File: src/hdl/grq_ram.sv
// generic single write port ram with registered read
module grq_ram #(
	parameter int WIDTH = 8,
	parameter int DEPTH = 16
) (
	input  logic                     clk,
	input  logic                     we,
	input  logic [$clog2(DEPTH)-1:0] waddr,
	input  logic [WIDTH-1:0]         wdata,
	input  logic [$clog2(DEPTH)-1:0] raddr,
	output logic [WIDTH-1:0]         rdata
);

	logic [WIDTH-1:0] mem_q [DEPTH];

	always_ff @(posedge clk) begin
		if (we) begin
			mem_q[waddr] <= wdata;
		end
		rdata <= mem_q[raddr];
	end

endmodule

File: config.mk
export PLATFORM = sky130hd
export DESIGN_NAME = grq_ram
export DESIGN_NICKNAME = d
export VERILOG_FILES = /design/src/hdl/grq_ram.sv
export SDC_FILE = /design/constraint.sdc
export NUM_CORES = 1
export LEC_CHECK = 0
export BUFFER_PORTS_ARGS = -buffer_cell sky130_fd_sc_hd__buf_2
export CORE_MARGIN = 5
export CORE_UTILIZATION = 60
export DETAILED_ROUTE_END_ITERATION = 10
export GPL_ROUTABILITY_DRIVEN = 0
export GPL_TIMING_DRIVEN = 0
export PLACE_DENSITY = 0.78
export SLEW_MARGIN = 20
export SYNTH_ARGS = -nofsm -noshare
export SYNTH_HDL_FRONTEND = slang
export SYNTH_SLANG_ARGS = --single-unit
File: constraint.sdc
create_clock -name clk -period 2.7 [get_ports clk]
set_input_delay 0.675 -clock clk [delete_from_list [all_inputs] [get_ports clk]]
set_output_delay 0.675 -clock clk [all_outputs]
set_load 0.01 [all_outputs]
Word-level counts from Yosys, hierarchy flattened
Memory sizes are Yosys's and may differ from the RTL's. A register that Yosys moved wholly into a read port is not among the register bits.
Cells that the tools add are included.
Widths: inputs -> output; s select.

cells by class
  add/subtract/negate cells = 0
  multiply operators = 0
  divide/modulo/power cells = 0
  $lt $le $gt $ge = 0
  equality and inequality tests = 0
  shift-type cells = 0
  multiplexer cells = 2
  bitwise gates (word level) = 0
  reduce and logical (&&, ||, !) cells = 0

operators by type and width
  operator  count
  $mux 1    2

storage, ports and cells
  register bits = 0
  latch bits = 0
  memory bits (writable) = 128
  ROM bits = 0
  bits of input ports = 18
  output and inout bits = 8
  word-level logic and storage cells = 3
  memories = 1

memory list
  name   depth  bits a word  rd ports  clocked after Yosys merged registers in  write ports  RTL line  text
  mem_q  16     8            1         1                                        1            14        logic [WIDTH-1:0] mem_q [DEPTH];

Depth between registers and ports, before layout
Gate-level depths: netlist of run 1.

  depth in word-level cells = 2
  depth in mapped cells = 5
  mapped depth without buffers = 3

Worst setup path after synthesis of run 1
OpenSTA, ideal clock, no wires.

  kind = input to register
  start = input port waddr[2]
  end = memory mem_q[0][0], enable pin
  data arrival time = 1.785 ns
  data required time = 2.317 ns
  setup slack = 0.532 ns
  cell stages on the path = 2
  buffers on the path = 0
  cells stage by stage = or3b_2 nor3_1

RTL lines
  item             RTL line  text
  start, declared  8         input logic [$clog2(DEPTH)-1:0] waddr,
  end, declared    14

Straight into the memory's write port.

Worst setup path after layout of run 1
  start = input port waddr[2]
  end = memory mem_q[1][2], enable pin

Straight into the memory's write port.

==> results of run 1 <==
power breakdown:
| part | switching [mW] | total, mW | internal [mW] |
|---|---|---|---|
| clock network | 0.855 | 2.39 | 1.53 |
| logic | 0.140 | 0.234 | 0.0941 |
| registers | 0.0139 | 2.37 | 2.36 |
| total | 1.01 | 4.99 | 3.99 |
path summary, 6_finish.rpt:
kind	to	startpoint	slack (ns)
hold reg to reg	rdata[3]$_DFF_P_	mem_q[11][3]$_DFFE_PP_	0.68
setup / recovery	mem_q[1][2]$_DFFE_PP_	waddr[2]	0.83
hold / removal	mem_q[4][5]$_DFFE_PP_	wdata[5]	0.57
setup reg to reg	rdata[0]$_DFF_P_	mem_q[1][0]$_DFFE_PP_	1.22
per-stage QoR:
| stage | utilization | power, mW | cells |
|---|---|---|---|
| finish | 0.728 | 4.99 | 390 |
| global route | 0.728 | 5.14 | 390 |
| CTS | 0.728 | 5.01 | 390 |
| detailed placement | 0.653 | 2.65 | 358 |
| global placement | 0.651 | 2.63 | 358 |
| floorplan | - | 2.54 | 229 |
layer usage:
| layer | wire length, um | vias to the layer above | global-route usage |
|---|---|---|---|
| li1 | - | 1060 | - |
| met1 | 4220 | 1317 | 0.339 |
| met2 | 5140 | 166 | 0.339 |
| met3 | 959 | 30 | 0.0494 |
| met4 | 337 | 0 | 0.103 |
| met5 | 0 | - | 0 |
layout make-up:
type | instances | area (um2)
flip-flops and latches | 136 | 4000
clock inverters | 14 | 198
fillers | 462 | 2250
plain buffers | 10 | 86.3
multi-input cells | 83 | 1080
clock buffers | 18 | 428
repair buffers | 24 | 120
well taps | 105 | 131
logic make-up after synthesis:
kind of cell | Yosys count
multiplexers | 32
flip-flops | 136
AO/OA/AOI/OAI | 16
AND/OR/NAND/NOR | 35
buffers and inverters | 10
critical path: stages:
cell                     delay [ns]
sky130_fd_sc_hd__buf_2         0.11
sky130_fd_sc_hd__or3b_2        0.54
sky130_fd_sc_hd__nor2_1        0.67
sequential cells by signal (all words and copies together) (netlist names):
signal and flops:
rdata 8, mem_q 128
synth_stat cells (2+ instances only):
master | n | area [um2]
sky130_fd_sc_hd__clkdlybuf4s25_2 | 3 | 30.0
sky130_fd_sc_hd__mux4_1 | 14 | 368
sky130_fd_sc_hd__buf_2 | 3 | 15.0
sky130_fd_sc_hd__nand2b_1 | 2 | 12.5
sky130_fd_sc_hd__nand2_1 | 9 | 33.8
sky130_fd_sc_hd__nand3b_1 | 2 | 15.0
sky130_fd_sc_hd__dfxtp_1 | 8 | 160
sky130_fd_sc_hd__mux4_2 | 18 | 405
sky130_fd_sc_hd__buf_6 | 3 | 33.8
sky130_fd_sc_hd__edfxtp_1 | 128 | 3840
sky130_fd_sc_hd__a22oi_1 | 16 | 120
sky130_fd_sc_hd__nor3_1 | 4 | 20.0
sky130_fd_sc_hd__nor2_1 | 13 | 48.8
==> results.txt, run 1 <==
Mux share of post-synthesis cell area: 0.150
Final setup margin: 0.829 ns
Number of global-route vias before repair: 2534
Number of nets in the layout: 290
Area of the core region: 8300 um2
Cell area after layout: 6040 um2
Via total after detailed routing: 2573
Post-DR vias/cell: 6.60
Cell area reported after detailed placement: 5420 um2
Share of the cycle needed by the critical path after routing: 0.693
Clock tree buffer depth: 2
Number of cells traversed by the worst hold path: 1
Max-capacitance violation count: 0
Detailed placer's ending HPWL: 6.33 mm
Adder and majority gate portion of the synthesized area: 0
Final setup viols: 0
Commonest register cell after synthesis: sky130_fd_sc_hd__edfxtp_1
Syn Inst Count: 229
Worst Reg2Reg Path Length in Cells: 3
Flip-flop and latch count after synthesis: 136
Maximum vdd drop: 0.000487 V
Setup WS pre-CTS: 0.353 ns
Commonest non-fill, non-tap cells in the layout: sky130_fd_sc_hd__edfxtp_1 (128), sky130_fd_sc_hd__buf_2 (27), sky130_fd_sc_hd__mux4_2 (18)
Count of different cell masters after synthesis: 19
Path category of the worst min-delay check: input pin to register
Final max-slew violation count: 0
Number of buffers created by CTS: 17
Count of input and output buffers: 24
Post-route ant nets: 0
CTS tree: done
Number of enable-type register cells in the synthesized netlist: 128
Global-route usage over all layers: 0.230
# diodes: 0
Sequential fraction of the synthesis area: 0.778
Cell Pwr Density: 826 nW/um2
Number of sinks on the clock net: 136
Area fraction in and, or, nand and nor cells after synthesis: 0.0318
Total Negative Setup Slacks: 0 ns
Width of the chip: 103 um
Slew Limit Headroom: 0.439
Final hold slack: 0.569 ns
Full die area: 10500 um2
Total number of H-tree levels: 4
Synthesis Warnings: 0
Largest net degree at the start of global routing: 17
Skew-Pair Late Insertion Delay: 0.51 ns
Sum of overflow across all layers after global routing: 0
Initial Util: 0.620
Async S/R FF share, synth: 0
Setup repair after global routing missed its margin: no
First-pass detailed-route iteration total: 5
Fraction of layout instances using a drive strength above 1: 0.312
Run status: complete, no violations
Least-Margin Pin Slew: 0.838 ns
Global-route wire length before repair: 16.3 mm
Combined area of all synthesized cells: 5150 um2
Most common cell after layout, fill and taps aside: sky130_fd_sc_hd__edfxtp_1
Leakage power summed over all cells: 2.05 nW
Die Span Y: 103 um
DRC violation total after the first TritonRoute iteration: 261
Synthesized netlist net count: 247
Wire length reported by the detailed router: 10.7 mm
Data arrival, critical path: 2.00 ns
Hold bufs inserted after CTS: 0
Clock input transition at the sequential cells of the worst setup and hold paths: 0.06 ns
Area delta synth->final: 17.4%
Synthesized-area fraction occupied by ao, oa, aoi and oai cells: 0.0233
Min Clock Period, post-route: 1.87 ns
Type of element capturing the critical path: register
Setup Skew: 0.0101 ns
Count of endpoints failing hold in the final timing report: 0
Crit path max fanout: 8
Crit path required time: 2.83 ns
Number of rows created at floorplan: 33
Total setup buffers inserted after CTS: 0
Achievable Freq: 535 MHz
Critical path launch point type: input pin
Antenna violations before repair: 0
Post-DR wirelength/cell: 27.3 um
Drc violations: 0
Combinational family with the most area after synthesis: multiplexers
Total of cells resized after clock tree synthesis: 0
Clk Tree Root Cell: sky130_fd_sc_hd__clkbuf_8
Xor and xnor fraction of the mapped netlist area: 0
Synthesized area per cell: 22.5 um2
Crit Path Category: input pin to register
I/O pin count: 26
(Power assumes the default switching activity.)
==> inputs of run 2 (changes only) <==
--- a/config.mk
+++ b/config.mk
@@ -7,11 +7,11 @@
 export LEC_CHECK = 0
 export BUFFER_PORTS_ARGS = -buffer_cell sky130_fd_sc_hd__buf_2
 export CORE_MARGIN = 5
-export CORE_UTILIZATION = 60
+export CORE_UTILIZATION = 54
 export DETAILED_ROUTE_END_ITERATION = 10
 export GPL_ROUTABILITY_DRIVEN = 0
 export GPL_TIMING_DRIVEN = 0
-export PLACE_DENSITY = 0.78
+export PLACE_DENSITY = 0.74
 export SLEW_MARGIN = 20
 export SYNTH_ARGS = -nofsm -noshare
 export SYNTH_HDL_FRONTEND = slang
==> constraint.sdc (replaced) <==
create_clock -name clk -period 1.7 [get_ports clk]
set_input_delay 0.425 -clock clk [delete_from_list [all_inputs] [get_ports clk]]
set_output_delay 0.425 -clock clk [all_outputs]
set_load 0.01 [all_outputs]
==> results.txt, run 2 (synthesis gave the netlist of run 1 again) <==
Run status: complete, no violations
Antenna violations before repair: 0
Cell Pwr Density: 1280 nW/um2
# diodes: 0
Sum of overflow across all layers after global routing: 0
Number of buffers created by CTS: 17
Count of endpoints failing hold in the final timing report: 0
Post-route ant nets: 0
Number of rows created at floorplan: 35
Post-DR wirelength/cell: 23.6 um
DRC violation total after the first TritonRoute iteration: 241
Drc violations: 0
Final setup margin: 0.107 ns
Layout filler cell count: 607
Area delta synth->final: 17.2%
Clock tree buffer depth: 2
Met2 wire length: 4.71 mm
Path category of the worst min-delay check: input pin to register
Min Clock Period, post-route: 1.59 ns
Critical path launch point type: input pin
Setup WS pre-CTS: -0.429 ns
Number of sinks on the clock net: 136
Inst Count DP: 382
Total of cells resized after clock tree synthesis: 0
Final setup viols: 0
Die Span Y: 108 um
Largest net degree at the start of global routing: 17
DR WL met3: 847 um
Width of the chip: 108 um
Hold bufs inserted after CTS: 0
Count of input and output buffers: 24
Commonest non-fill, non-tap cells in the layout: sky130_fd_sc_hd__edfxtp_1 (128), sky130_fd_sc_hd__buf_2 (27), sky130_fd_sc_hd__mux4_2 (18)
Clk Tree Root Cell: sky130_fd_sc_hd__clkbuf_8
Maximum vdd drop: 0.000709 V
Fraction of layout instances using a drive strength above 1: 0.291
Crit Path Category: input pin to register
Clock input transition at the sequential cells of the worst setup and hold paths: 0.06 ns
Routed metal-1 wirelength: 4.08 mm
Setup Skew: 0.00463 ns
Skew-Pair Late Insertion Delay: 0.50 ns
Register bank with the most flops: mem_q
Initial Util: 0.554
Crit path max fanout: 8
Cell area after layout: 6030 um2
Max-capacitance violation count: 0
Achievable Freq: 628 MHz
Leakage power summed over all cells: 2.03 nW
Most common cell after layout, fill and taps aside: sky130_fd_sc_hd__edfxtp_1
CTS tree: done
Full die area: 11600 um2
Highest Signal Layer: met4
Final non-filler cell total: 414
Least-Margin Pin Slew: 0.828 ns
Data arrival, critical path: 1.72 ns
Post-DR vias/cell: 5.90
Total number of H-tree levels: 4
Global-route usage over all layers: 0.187
Total setup buffers inserted after CTS: 0
Type of element capturing the critical path: register
Cell area reported after detailed placement: 5450 um2
Share of the cycle needed by the critical path after routing: 0.937
Registers with the most flip-flops: mem_q x128, rdata x8
Slew Limit Headroom: 0.446
Detailed placer's ending HPWL: 5.93 mm
Number of nets in the layout: 290
Via total after detailed routing: 2443
Number of global-route vias before repair: 2457
Final max-slew violation count: 0
First-pass detailed-route iteration total: 5
Area of the core region: 9280 um2
Crit path required time: 1.83 ns
Global-route wire length before repair: 15.0 mm
Setup repair after global routing missed its margin: no
Wire length reported by the detailed router: 9.79 mm
Number of flip-flops under the largest register name: 128
I/O pin count: 26
-- run 2: metal layers --
layer | GRT usage | vias up
met3 | 0.0516 | 17
li1 | - | 1060
met1 | 0.280 | 1221
met5 | 0 | -
met2 | 0.272 | 145
met4 | 0.0577 | 0
-- run 2: cell type report --
class,instances,area (um2),area share
well taps,129,161,0.0268
repair buffers,24,120,0.0199
clock buffers,20,425,0.0705
clock inverters,12,156,0.0259
flip-flops and latches,136,4000,0.664
multi-input cells,83,1080,0.179
plain buffers,10,86.3,0.0143
-- run 2: path summary, 6_finish.rpt --
check | start | endpoint | slack (ns) | cells past startpoint
worst max-delay path | waddr[2] | mem_q[2][3]$_DFFE_PP_ | 0.11 | 3
worst min-delay path | wdata[6] | mem_q[11][6]$_DFFE_PP_ | 0.32 | 1
worst max register to register | mem_q[4][0]$_DFFE_PP_ | rdata[0]$_DFF_P_ | 0.29 | 3
worst min register to register | mem_q[11][3]$_DFFE_PP_ | rdata[3]$_DFF_P_ | 0.68 | 3
-- run 2: critical path, cell delays in order --
cell and delay [ns]:
sky130_fd_sc_hd__buf_2 0.11, sky130_fd_sc_hd__or3b_2 0.54, sky130_fd_sc_hd__nor2_1 0.64
-- run 2: stage by stage --
stage               total power, mW  utilization  hold slack (ns)  TNS [ns]
global placement               4.18        0.585            0.659    -28.37
CTS                            7.77        0.650            0.297         0
global route                   7.98        0.650            0.308         0
floorplan                      4.04            -            0.524         0
finish                         7.74        0.650            0.325         0
detailed placement             4.20        0.587            0.673    -22.85
-- run 2: power by group --
group	switching (mW)	internal (mW)	total, mW	leakage (nW)
clock network	1.26	2.35	3.61	0.289
registers	0.0188	3.75	3.77	1.22
logic	0.211	0.149	0.360	0.520
total	1.49	6.25	7.74	2.03
