## src/hdl/grq_pkg.sv

```systemverilog
// shared types, codes and sizes for the grouped request queue
package grq_pkg;

	localparam int GRQ_DEPTH = 128;
	localparam int STAMP_W   = 31;
	localparam int RANK_W    = 7;
	localparam int GS_W      = 7;

	localparam logic [1:0] OP_INSERT     = 2'd0;
	localparam logic [1:0] OP_DONE       = 2'd1;
	localparam logic [1:0] OP_LOOKUP     = 2'd2;
	// spare code, decoded as a lookup
	localparam logic [1:0] OP_LOOKUP_ALT = 2'd3;

	localparam logic [1:0] STS_OK   = 2'd0;
	localparam logic [1:0] STS_DUP  = 2'd1;
	localparam logic [1:0] STS_MISS = 2'd2;
	localparam logic [1:0] STS_FULL = 2'd3;

	typedef struct packed {
		logic [1:0]         req_type;
		logic [STAMP_W-1:0] stamp;
		logic [RANK_W-1:0]  requester;
	} grq_req_t;

	typedef struct packed {
		logic [1:0] status;
		logic [6:0] position;
		logic [6:0] group_index;
		logic       group_filled;
		logic [7:0] entry_total;
	} grq_rsp_t;

	typedef struct packed {
		logic [STAMP_W-1:0] stamp;
		logic [RANK_W-1:0]  rank;
		logic               done;
	} grq_entry_t;

	typedef enum logic [2:0] {
		ST_IDLE,
		ST_SRCH,
		ST_SH_RD,
		ST_SHIFT,
		ST_INS_WR,
		ST_CP_RD,
		ST_CP,
		ST_RESP
	} grq_state_t;

endpackage

```

## src/hdl/grq_seq.sv

```systemverilog
// sequencer: sorted search, insert shift and group compaction over one ram
module grq_seq import grq_pkg::*; #(
	parameter int TABLE_DEPTH = GRQ_DEPTH
) (
	input  logic                           clk,
	input  logic                           arst_n,
	input  logic                           start,
	input  grq_req_t                       req,
	input  logic [GS_W-1:0]                group_k,
	output logic                           busy,
	output logic                           result_valid,
	output grq_rsp_t                       result,
	output logic                           ram_we,
	output logic [$clog2(TABLE_DEPTH)-1:0] ram_waddr,
	output grq_entry_t                     ram_wdata,
	output logic [$clog2(TABLE_DEPTH)-1:0] ram_raddr,
	input  grq_entry_t                     ram_rdata
);

	localparam int AW = $clog2(TABLE_DEPTH);
	localparam int CW = $clog2(TABLE_DEPTH + 1);
	localparam int SW = ((CW > GS_W) ? CW : GS_W) + 1;

	grq_state_t state_q, state_nx;

	logic [1:0]         op_q;
	logic [STAMP_W-1:0] stamp_q;
	logic [RANK_W-1:0]  rank_q;
	logic [CW-1:0]      count_q;
	logic [CW-1:0]      pos_q;
	logic [CW-1:0]      gidx_q;
	logic [GS_W-1:0]    gcnt_q;
	logic [CW-1:0]      rp_q;
	logic [CW-1:0]      wp_q;
	logic               all_q;
	logic [AW-1:0]      ptr_q;
	logic [1:0]         sts_q;
	logic [6:0]         rpos_q;
	logic [6:0]         rgrp_q;
	logic               rfill_q;

	logic          at_end, below, hit, full, grp_end, done_bit, ins_ok, filled;
	logic [CW-1:0] base, cnt_after;

	assign at_end  = (pos_q == count_q);
	assign below   = !at_end && ((ram_rdata.stamp < stamp_q) ||
		((ram_rdata.stamp == stamp_q) && (ram_rdata.rank < rank_q)));
	assign hit     = !at_end && (ram_rdata.stamp == stamp_q) && (ram_rdata.rank == rank_q);
	assign full    = (count_q == CW'(TABLE_DEPTH));
	assign ins_ok  = (op_q == OP_INSERT) && !hit && !full;
	assign grp_end = ({1'b0, gcnt_q} + 1'b1) == {1'b0, group_k};
	assign done_bit = ram_rdata.done | (rp_q == pos_q);

	// group base plus k against the count the entry will see
	assign base      = pos_q - CW'(gcnt_q);
	assign cnt_after = ins_ok ? count_q + 1'b1 : count_q;
	assign filled    = (SW'(base) + SW'(group_k)) <= SW'(cnt_after);

	always_comb begin
		state_nx = state_q;
		case (state_q)
			ST_IDLE: begin
				if (start) begin
					state_nx = ST_SRCH;
				end
			end
			ST_SRCH: begin
				if (!below) begin
					if (op_q == OP_INSERT) begin
						if (hit || full) begin
							state_nx = ST_RESP;
						end else if (at_end) begin
							state_nx = ST_INS_WR;
						end else begin
							state_nx = ST_SH_RD;
						end
					end else if (op_q == OP_DONE && hit) begin
						state_nx = ST_CP_RD;
					end else begin
						state_nx = ST_RESP;
					end
				end
			end
			ST_SH_RD:  state_nx = ST_SHIFT;
			ST_SHIFT: begin
				if (ptr_q == AW'(pos_q)) begin
					state_nx = ST_INS_WR;
				end
			end
			ST_INS_WR: state_nx = ST_RESP;
			ST_CP_RD:  state_nx = ST_CP;
			ST_CP: begin
				if (rp_q == count_q) begin
					state_nx = ST_RESP;
				end
			end
			ST_RESP:   state_nx = ST_IDLE;
			default:   state_nx = ST_IDLE;
		endcase
	end

	always_comb begin
		ram_we    = 1'b0;
		ram_waddr = '0;
		ram_wdata = ram_rdata;
		ram_raddr = '0;
		case (state_q)
			ST_SRCH:  ram_raddr = AW'(pos_q + 1'b1);
			ST_SH_RD: ram_raddr = AW'(count_q - 1'b1);
			ST_SHIFT: begin
				ram_we    = 1'b1;
				ram_waddr = ptr_q + 1'b1;
				ram_raddr = ptr_q - 1'b1;
			end
			ST_INS_WR: begin
				ram_we          = 1'b1;
				ram_waddr       = AW'(pos_q);
				ram_wdata.stamp = stamp_q;
				ram_wdata.rank  = rank_q;
				ram_wdata.done  = 1'b0;
			end
			ST_CP: begin
				ram_we         = (rp_q != count_q);
				ram_waddr      = AW'(wp_q);
				ram_wdata.done = done_bit;
				ram_raddr      = AW'(rp_q + 1'b1);
			end
			default: ram_raddr = '0;
		endcase
	end

	assign busy         = (state_q != ST_IDLE);
	assign result_valid = (state_q == ST_RESP);
	always_comb begin
		result.status       = sts_q;
		result.position     = rpos_q;
		result.group_index  = rgrp_q;
		result.group_filled = rfill_q;
		result.entry_total  = 8'(count_q);
	end

	always_ff @(posedge clk or negedge arst_n) begin
		if (!arst_n) begin
			state_q <= ST_IDLE;
			count_q <= '0;
		end else begin
			state_q <= state_nx;
			if (state_q == ST_INS_WR) begin
				count_q <= count_q + 1'b1;
			end else if (state_q == ST_CP && rp_q == count_q) begin
				count_q <= wp_q;
			end
		end
	end

	always_ff @(posedge clk) begin
		case (state_q)
			ST_IDLE: begin
				op_q    <= req.req_type;
				stamp_q <= req.stamp;
				rank_q  <= req.requester;
				pos_q   <= '0;
				gidx_q  <= '0;
				gcnt_q  <= '0;
			end
			ST_SRCH: begin
				if (below) begin
					pos_q <= pos_q + 1'b1;
					if (grp_end) begin
						gcnt_q <= '0;
						gidx_q <= gidx_q + 1'b1;
					end else begin
						gcnt_q <= gcnt_q + 1'b1;
					end
				end else begin
					if (op_q == OP_INSERT && !hit && full) begin
						sts_q   <= STS_FULL;
						rpos_q  <= '0;
						rgrp_q  <= '0;
						rfill_q <= 1'b0;
					end else if (op_q != OP_INSERT && !hit) begin
						sts_q   <= STS_MISS;
						rpos_q  <= '0;
						rgrp_q  <= '0;
						rfill_q <= 1'b0;
					end else begin
						sts_q   <= (op_q == OP_INSERT && hit) ? STS_DUP : STS_OK;
						rpos_q  <= 7'(pos_q);
						rgrp_q  <= 7'(gidx_q);
						rfill_q <= filled;
					end
				end
			end
			ST_SH_RD: ptr_q <= AW'(count_q - 1'b1);
			ST_SHIFT: ptr_q <= ptr_q - 1'b1;
			ST_CP_RD: begin
				rp_q   <= '0;
				wp_q   <= '0;
				gcnt_q <= '0;
				all_q  <= 1'b1;
			end
			ST_CP: begin
				if (rp_q != count_q) begin
					rp_q <= rp_q + 1'b1;
					if (grp_end) begin
						gcnt_q <= '0;
						all_q  <= 1'b1;
						// a whole done group is dropped by rewinding the write pointer
						wp_q <= (all_q && done_bit) ?
							CW'(SW'(wp_q) + 1'b1 - SW'(group_k)) : wp_q + 1'b1;
					end else begin
						gcnt_q <= gcnt_q + 1'b1;
						all_q  <= all_q & done_bit;
						wp_q   <= wp_q + 1'b1;
					end
				end
			end
			default: ;
		endcase
	end

	a_count_bound: assert property (@(posedge clk) disable iff (!arst_n)
		count_q <= CW'(TABLE_DEPTH))
		else $error("entry count above table depth");

	a_wp_behind: assert property (@(posedge clk) disable iff (!arst_n)
		(state_q == ST_CP) |-> (wp_q <= rp_q))
		else $error("compaction write pointer passed read pointer");

	a_one_strobe: assert property (@(posedge clk) disable iff (!arst_n)
		result_valid |=> !result_valid)
		else $error("result strobe longer than one cycle");

	a_start_search: assert property (@(posedge clk) disable iff (!arst_n)
		(start && !busy) |=> (state_q == ST_SRCH))
		else $error("accepted word did not start a search");

endmodule

```

## config.mk

```make
export PLATFORM = sky130hd
export DESIGN_NAME = grq_seq
export DESIGN_NICKNAME = d
export VERILOG_FILES = /design/src/hdl/grq_pkg.sv /design/src/hdl/grq_seq.sv
export SDC_FILE = /design/constraint.sdc
export NUM_CORES = 1
export LEC_CHECK = 0
export BUFFER_PORTS_ARGS = -buffer_cell sky130_fd_sc_hd__buf_2
export CAP_MARGIN = 20
export CORE_MARGIN = 2
export CORE_UTILIZATION = 42
export DETAILED_ROUTE_END_ITERATION = 10
export MAX_ROUTING_LAYER = met4
export PLACE_DENSITY = 0.7
export SLEW_MARGIN = 20
export SYNTH_ARGS = -nofsm -noshare
export SYNTH_HDL_FRONTEND = slang
export SYNTH_SLANG_ARGS = --single-unit
```

## constraint.sdc

```tcl
create_clock -name clk -period 4.4 [get_ports clk]
set_input_delay 0.22 -clock clk [delete_from_list [all_inputs] [get_ports clk]]
set_output_delay 0.22 -clock clk [all_outputs]
set_load 0.005 [all_outputs]
```

-- Word-level counts from Yosys, hierarchy flattened
Cells that the tools add are included.
- bits in registers: 115
- bits in latches: 0
- memory bits (writable): 0
- bits in read-only memories: 0
- input bits: 89
- memories: 0
- $add $sub $neg: 14
- $mul: 0
- div/mod/pow operators: 0
- $lt $le $gt $ge: 3
- eq/ne operators: 24
- shift operators: 0
- muxes and demuxes: 38
- bitwise operators: 3
- reduce and logical (&&, ||, !) cells: 35
- operators by type and width (operator ; number):
    $mux W8 ; 10
    $pmux W8 S2 ; 4
    $add A8 B1 Y8 const B ; 6
    $pmux W7 S3 ; 2
    $mux W38 ; 1
    $eq A31 B31 Y1 ; 1
    $lt A31 B31 Y1 ; 1
    $pmux W7 S4 ; 1
    $eq A8 B8 Y1 ; 3
    $pmux W3 S8 ; 1
    $mux W3 ; 7
    $mux W7 ; 3
    $sub A8 B7 Y8 ; 2
    $add A7 B1 Y7 const B ; 2
    $eq A7 B7 Y1 ; 2
    $pmux W7 S2 ; 1
    $sub A7 B1 Y7 const B ; 2
    $eq A3 B3 Y1 const B ; 4
    $logic_and A1 B1 Y1 ; 12
    $ne A2 B2 Y1 const B ; 6
    $reduce_bool A2 Y1 ; 5
    $add A8 B7 Y9 ; 1
    $le A9 B8 Y1 ; 1
    $add A7 B1 Y8 const B ; 1
    other kinds (23) ; 38

-- Depth between registers and ports, before layout
- depth after elaboration: 9
- depth in mapped cells: 19
- gate-level depth less buffers: 18

-- Least setup slack after synthesis
No wires, ideal clock.
- kind: reg2reg
- from: register pos_q[0]
- to: register rfill_q, data pin
- setup time: 0.258 ns
- arrival: 3.424 ns
- required time: 4.142 ns
- setup slack: 0.718 ns
- stages on the path, launching flop included: 18
- path buffers: 1
- clock period less this slack: 3.682 ns
- cells stage by stage: edfxtp_1 clkbuf_1 inv_1 ha_1 fa_1 inv_1 ha_1 a21o_1 a21oi_1 o21bai_1 a21oi_1 o21ai_0 xnor2_1 ha_1 o211ai_1 a21oi_1 a211oi_1 o221a_2
- cells in the longest elaborated chain, start to end: 9
- ends and longest elaborated chain (item ; RTL line ; RTL):
    from (decl) ; grq_seq.sv:30 ; logic [CW-1:0] pos_q;
    from (signal assigned) ; grq_seq.sv:168 ; pos_q <= pos_q + 1'b1;
    branches (longest 9 deep; another with $add A8 B7 Y9) ; n/a ;
    to (signal assigned) ; grq_seq.sv:190 ; rfill_q <= filled;
    to (decl) ; grq_seq.sv:40 ; logic rfill_q;
Parallel ways; which one is timed is not known.
A chain may end at the register's enable or synchronous reset.

-- Worst setup path after layout
- from: register stamp_q[18]
- to: register rfill_q, data pin
- cells in the longest elaborated chain, start to end: 8
- ends and longest elaborated chain (item ; RTL line ; RTL):
    from (decl) ; grq_seq.sv:27 ; logic [STAMP_W-1:0] stamp_q;
    from (signal assigned) ; grq_seq.sv:160 ; stamp_q <= req.stamp;
    $eq A31 B31 Y1 (*) ; grq_seq.sv:48 ; assign hit = !at_end && (ram_rdata.stamp == stamp_q) && (ram_rdata.rank == rank_q);
    $logic_and A1 B1 Y1 (*) (2 in series) ; grq_seq.sv:48 ;
    $logic_not A1 Y1 (*) ; grq_seq.sv:50, grq_seq.sv:176, grq_seq.sv:181 ;
    $logic_and A1 B1 Y1 ; grq_seq.sv:50, grq_seq.sv:176 ;
    $logic_and A1 B1 Y1 ; grq_seq.sv:50 ; assign ins_ok = (op_q == OP_INSERT) && !hit && !full;
    $mux W8 ; grq_seq.sv:56 ; assign cnt_after = ins_ok ? count_q + 1'b1 : count_q;
    $le A9 B8 Y1 ; grq_seq.sv:57 ; assign filled = (SW'(base) + SW'(group_k)) <= SW'(cnt_after);
Every way passes the cells marked *; elsewhere a longest branch is shown, timed or not.

==> flow_metrics.py <==
metrics = {
    "logic_synthesis": {
        "async_flop_share": 0.0965,
        "yosysWarnings": 0,
        "syn_area_sq_mm": 0.00863,
        "synth_compound_area_frac": 0.119,
        "synth_top_area_cell": "edfxtp_1",
        "synth_top_family_by_area": "simple AND/OR/NAND/NOR gates",
        "synth_cell_type_count": 63,
        "synth_area_leaders": "edfxtp_1, ha_1, xor2_1, xnor2_1, o21ai_0",
        "syn_area_per_cell_sq_um": 9.33,
        "synthesis.nets": 1101,
        "synth_top_area_frac": 0.358,
        "synth-xor-area-share": 0.104,
        "synthMuxAreaShare": 0.0310,
        "synth-simple-area-share": 0.165,
        "ys_ff_latch": 114,
        "synthAdderAreaFrac": 0.129,
        "synthFlopType": "edfxtp_1",
        "syn_inst": 925,
        "synth_edf_count": 103,
        "synth.yosys.seq_area_share": 0.390,
    },
    "clock_tree": {
        "clockBufferDepth": 2,
        "numClockSinks": 114,
        "tritoncts": "yes",
        "clk_latency_ns": 0.42,
        "post-cts-setup-buffer-count": 0,
        "htreeDepth": 4,
        "clkTransAtPathRegs_ns": 0.06,
        "cts_buffers": 17,
        "cts_root_buf": "clkbuf_16",
    },
    "setup_path": {
        "critPathArrivalTime_ns": 4.22,
        "reg2regPathDepth": 16,
        "end_kind": "register",
        "crit_path_start_kind": "register",
        "required_ns": 4.69,
        "worstSetupPathType": "reg2reg",
        "path_max_fanout": 10,
    },
    "global_routing": {
        "grt_pass1_vias": 7516,
        "antenna_found_initial": 1,
        "overflow": 0,
        "grt_pass1_wl_mm": 39.5,
        "groute.usage.overall": 0.243,
        "grt_max_degree": 47,
    },
    "place": {
        "dp_hpwl_mm": 18.5,
        "place.gp.congestion": 0.908,
        "placed_area_sq_mm": 0.00973,
        "port-buffer-count": 169,
    },
    "floorplan": {
        "die_width_um": 147,
        "dieArea_sq_mm": 0.0217,
        "io_pins": 170,
        "placement_rows": 52,
        "core_sq_mm": 0.0202,
        "fp.dieH_um": 147,
        "start_util": 0.428,
    },
    "hold_path": {
        "hold_class": "in2reg",
        "holdPathStages": 3,
    },
    "power_and_ir_drop": {
        "ir_drop_uv": 398,
        "p_sw_uw": 3210,
        "intPower_uw": 4290,
        "pwr_density_cell_mw_per_mm2": 696,
        "seq_power_share": 0.275,
        "switching_share": 0.428,
        "combPwrFrac": 0.520,
        "total_leakage_power_uw": 0.00486,
        "clkPwrFrac": 0.205,
    },
    "finish": {
        "final_cell_area_sq_mm": 0.0108,
        "final_net_count": 1298,
        "regArea_sq_mm": 0.00337,
        "multiInputGateArea_sq_mm": 0.00473,
        "final_layout_size_suffix_gt1_frac": 0.202,
        "area_growth_pct": 25.0,
        "fin_util": 0.535,
        "fillers": 1827,
    },
    "routing": {
        "vias": 7523,
        "drt_pre_antenna_iters": 8,
        "drc": 0,
        "viasPerCell": 5.35,
        "wl_per_cell_um": 17.7,
        "wl_mm": 25.0,
        "postRouteAntennaNets": 0,
        "dr.first_iter.drc_count": 459,
    },
    "timing": {
        "fin_skew_ns": 0.00817,
        "finalHoldViolations": 0,
        "slew_headroom": 0.461,
        "tns_ns": 0,
        "period_share": 0.895,
        "final-setup-viol-count": 0,
        "period_minus_slack_ns": 3.94,
        "rsz0062_at_grt": "no",
        "finalMaxSlewViolations": 0,
        "max_freq_ghz": 0.254,
        "worstMarginPinSlew_ns": 0.808,
    },
    "job": {
        "maxCapViolCount": 0,
    },
    "outcome": {
        "status": "finished clean",
    },
}
[stage by stage]
step           total power (uW)  setup slack [ns]  std cells  hold WS (ns)
2_1_floorplan              4720             0.718        925       -0.0756
3_3_place_gp               5790             0.558       1332         0.114
3_5_place_dp               5890             0.486       1332         0.122
4_1_cts                    7500             0.450       1404       0.00590
5_1_grt                    8100             0.115       1406         0.194
6_report                   7500             0.463       1406         0.161
[cell type report]
class | instances | area share
Antenna cell | 1 | 0.000232
Clock buffer | 17 | 0.0394
Clock inverter | 15 | 0.0203
Inverter | 88 | 0.0306
Multi-Input combinational cell | 675 | 0.438
Sequential cell | 114 | 0.312
Tap cell | 270 | 0.0313
Timing Repair Buffer | 226 | 0.128
[final timing paths]
check,start,end,slack [ns]
worst max-delay path,stamp_q[18],rfill_q,0.46
worst min-delay path,start,state_q[0],0.16
worst max register to register,stamp_q[18],rfill_q,0.46
worst min register to register,gidx_q[6],rgrp_q[6],0.58
max in group asynchronous,arst_n,count_q[1],3.92
min in group asynchronous,arst_n,state_q[0],0.26
[worst max-delay path: stages (launching register included)]
cell      delay, ns
edfxtp_1       0.32
inv_1          0.05
ha_1           0.32
nand4_1        0.23
nor4_2         0.39
nand2_1        0.13
or4b_4         0.58
nand3_2        0.21
mux2i_1        0.24
ha_1           0.27
nor2b_1        0.14
o21a_1         0.16
o21a_1         0.16
o21ai_0        0.13
a21oi_1        0.08
a211oi_1       0.17
o221a_2        0.21
[Yosys cell counts (13+ instances only)]
cell	n
nor2_1	73
ha_1	84
and3_1	18
mux2i_1	23
xnor2_1	50
inv_1	88
o21ai_0	67
and2_1	15
clkbuf_1	32
edfxtp_1	103
a21oi_1	40
xor2_1	52
nor2b_1	15
nand2_1	82
nand4_1	13
nand3_1	34
[cell families (layout without fill, tap and decap cells)]
logic type,count (synthesis),in the layout
buffers and inverters,136,346
adder cells (fa/ha/maj),87,87
multiplexers,26,26
other,0,1
AO/OA/AOI/OAI,170,170
XOR/XNOR,102,102
flip-flops,114,114
AND/OR/NAND/NOR,290,290
[cells in the final DEF, fill, tap and decap left out, types with 23 or more instances in the layout]
cell type      synthesis  routed
mux2i_1               23      23
nor2_1                73      73
a21oi_1               40      40
xnor2_1               50      50
o21ai_0               67      67
edfxtp_1             103     103
ha_1                  84      84
xor2_1                52      52
nand2_1               82      81
dlygate4sd3_1          0      41
inv_1                 88      88
buf_2                 11     169
nand3_1               34      34
[sequential cells by signal, summed over array words and instances, names as in the netlist, 3 cells and up]
register	flops
stamp_q	31
count_q	8
pos_q	8
rp_q	8
wp_q	8
gcnt_q	7
gidx_q	7
ptr_q	7
rank_q	7
rgrp_q	7
rpos_q	7
state_q	3
[routing by layer]
| layer | up-vias | GRT usage | share of wire |
|---|---|---|---|
| met1 | 3493 | 0.289 | 0.41 |
| met2 | 338 | 0.414 | 0.50 |
| met4 | 0 | 0.0779 | 0.023 |
| li1 | 3653 | - | - |
| met3 | 39 | 0.0472 | 0.070 |
| met5 | - | - | 0 |
[power by group through the flow]
stage                     combinational, uW  sequential [uW]  clock, uW
after floorplan                        2930             1780          0
after detailed placement               3820             2070          0
after CTS                              3890             2050       1570
after global placement                 3720             2060          0
after global routing                   4380             2110       1610
final                                  3900             2060       1540
[timing repair]
item,4_1_cts,5_1_grt
gates resized for setup,0,0
endpoints found under the hold margin,50,1
hold buffers,40,1
Power figures use the tool's default switching activity.
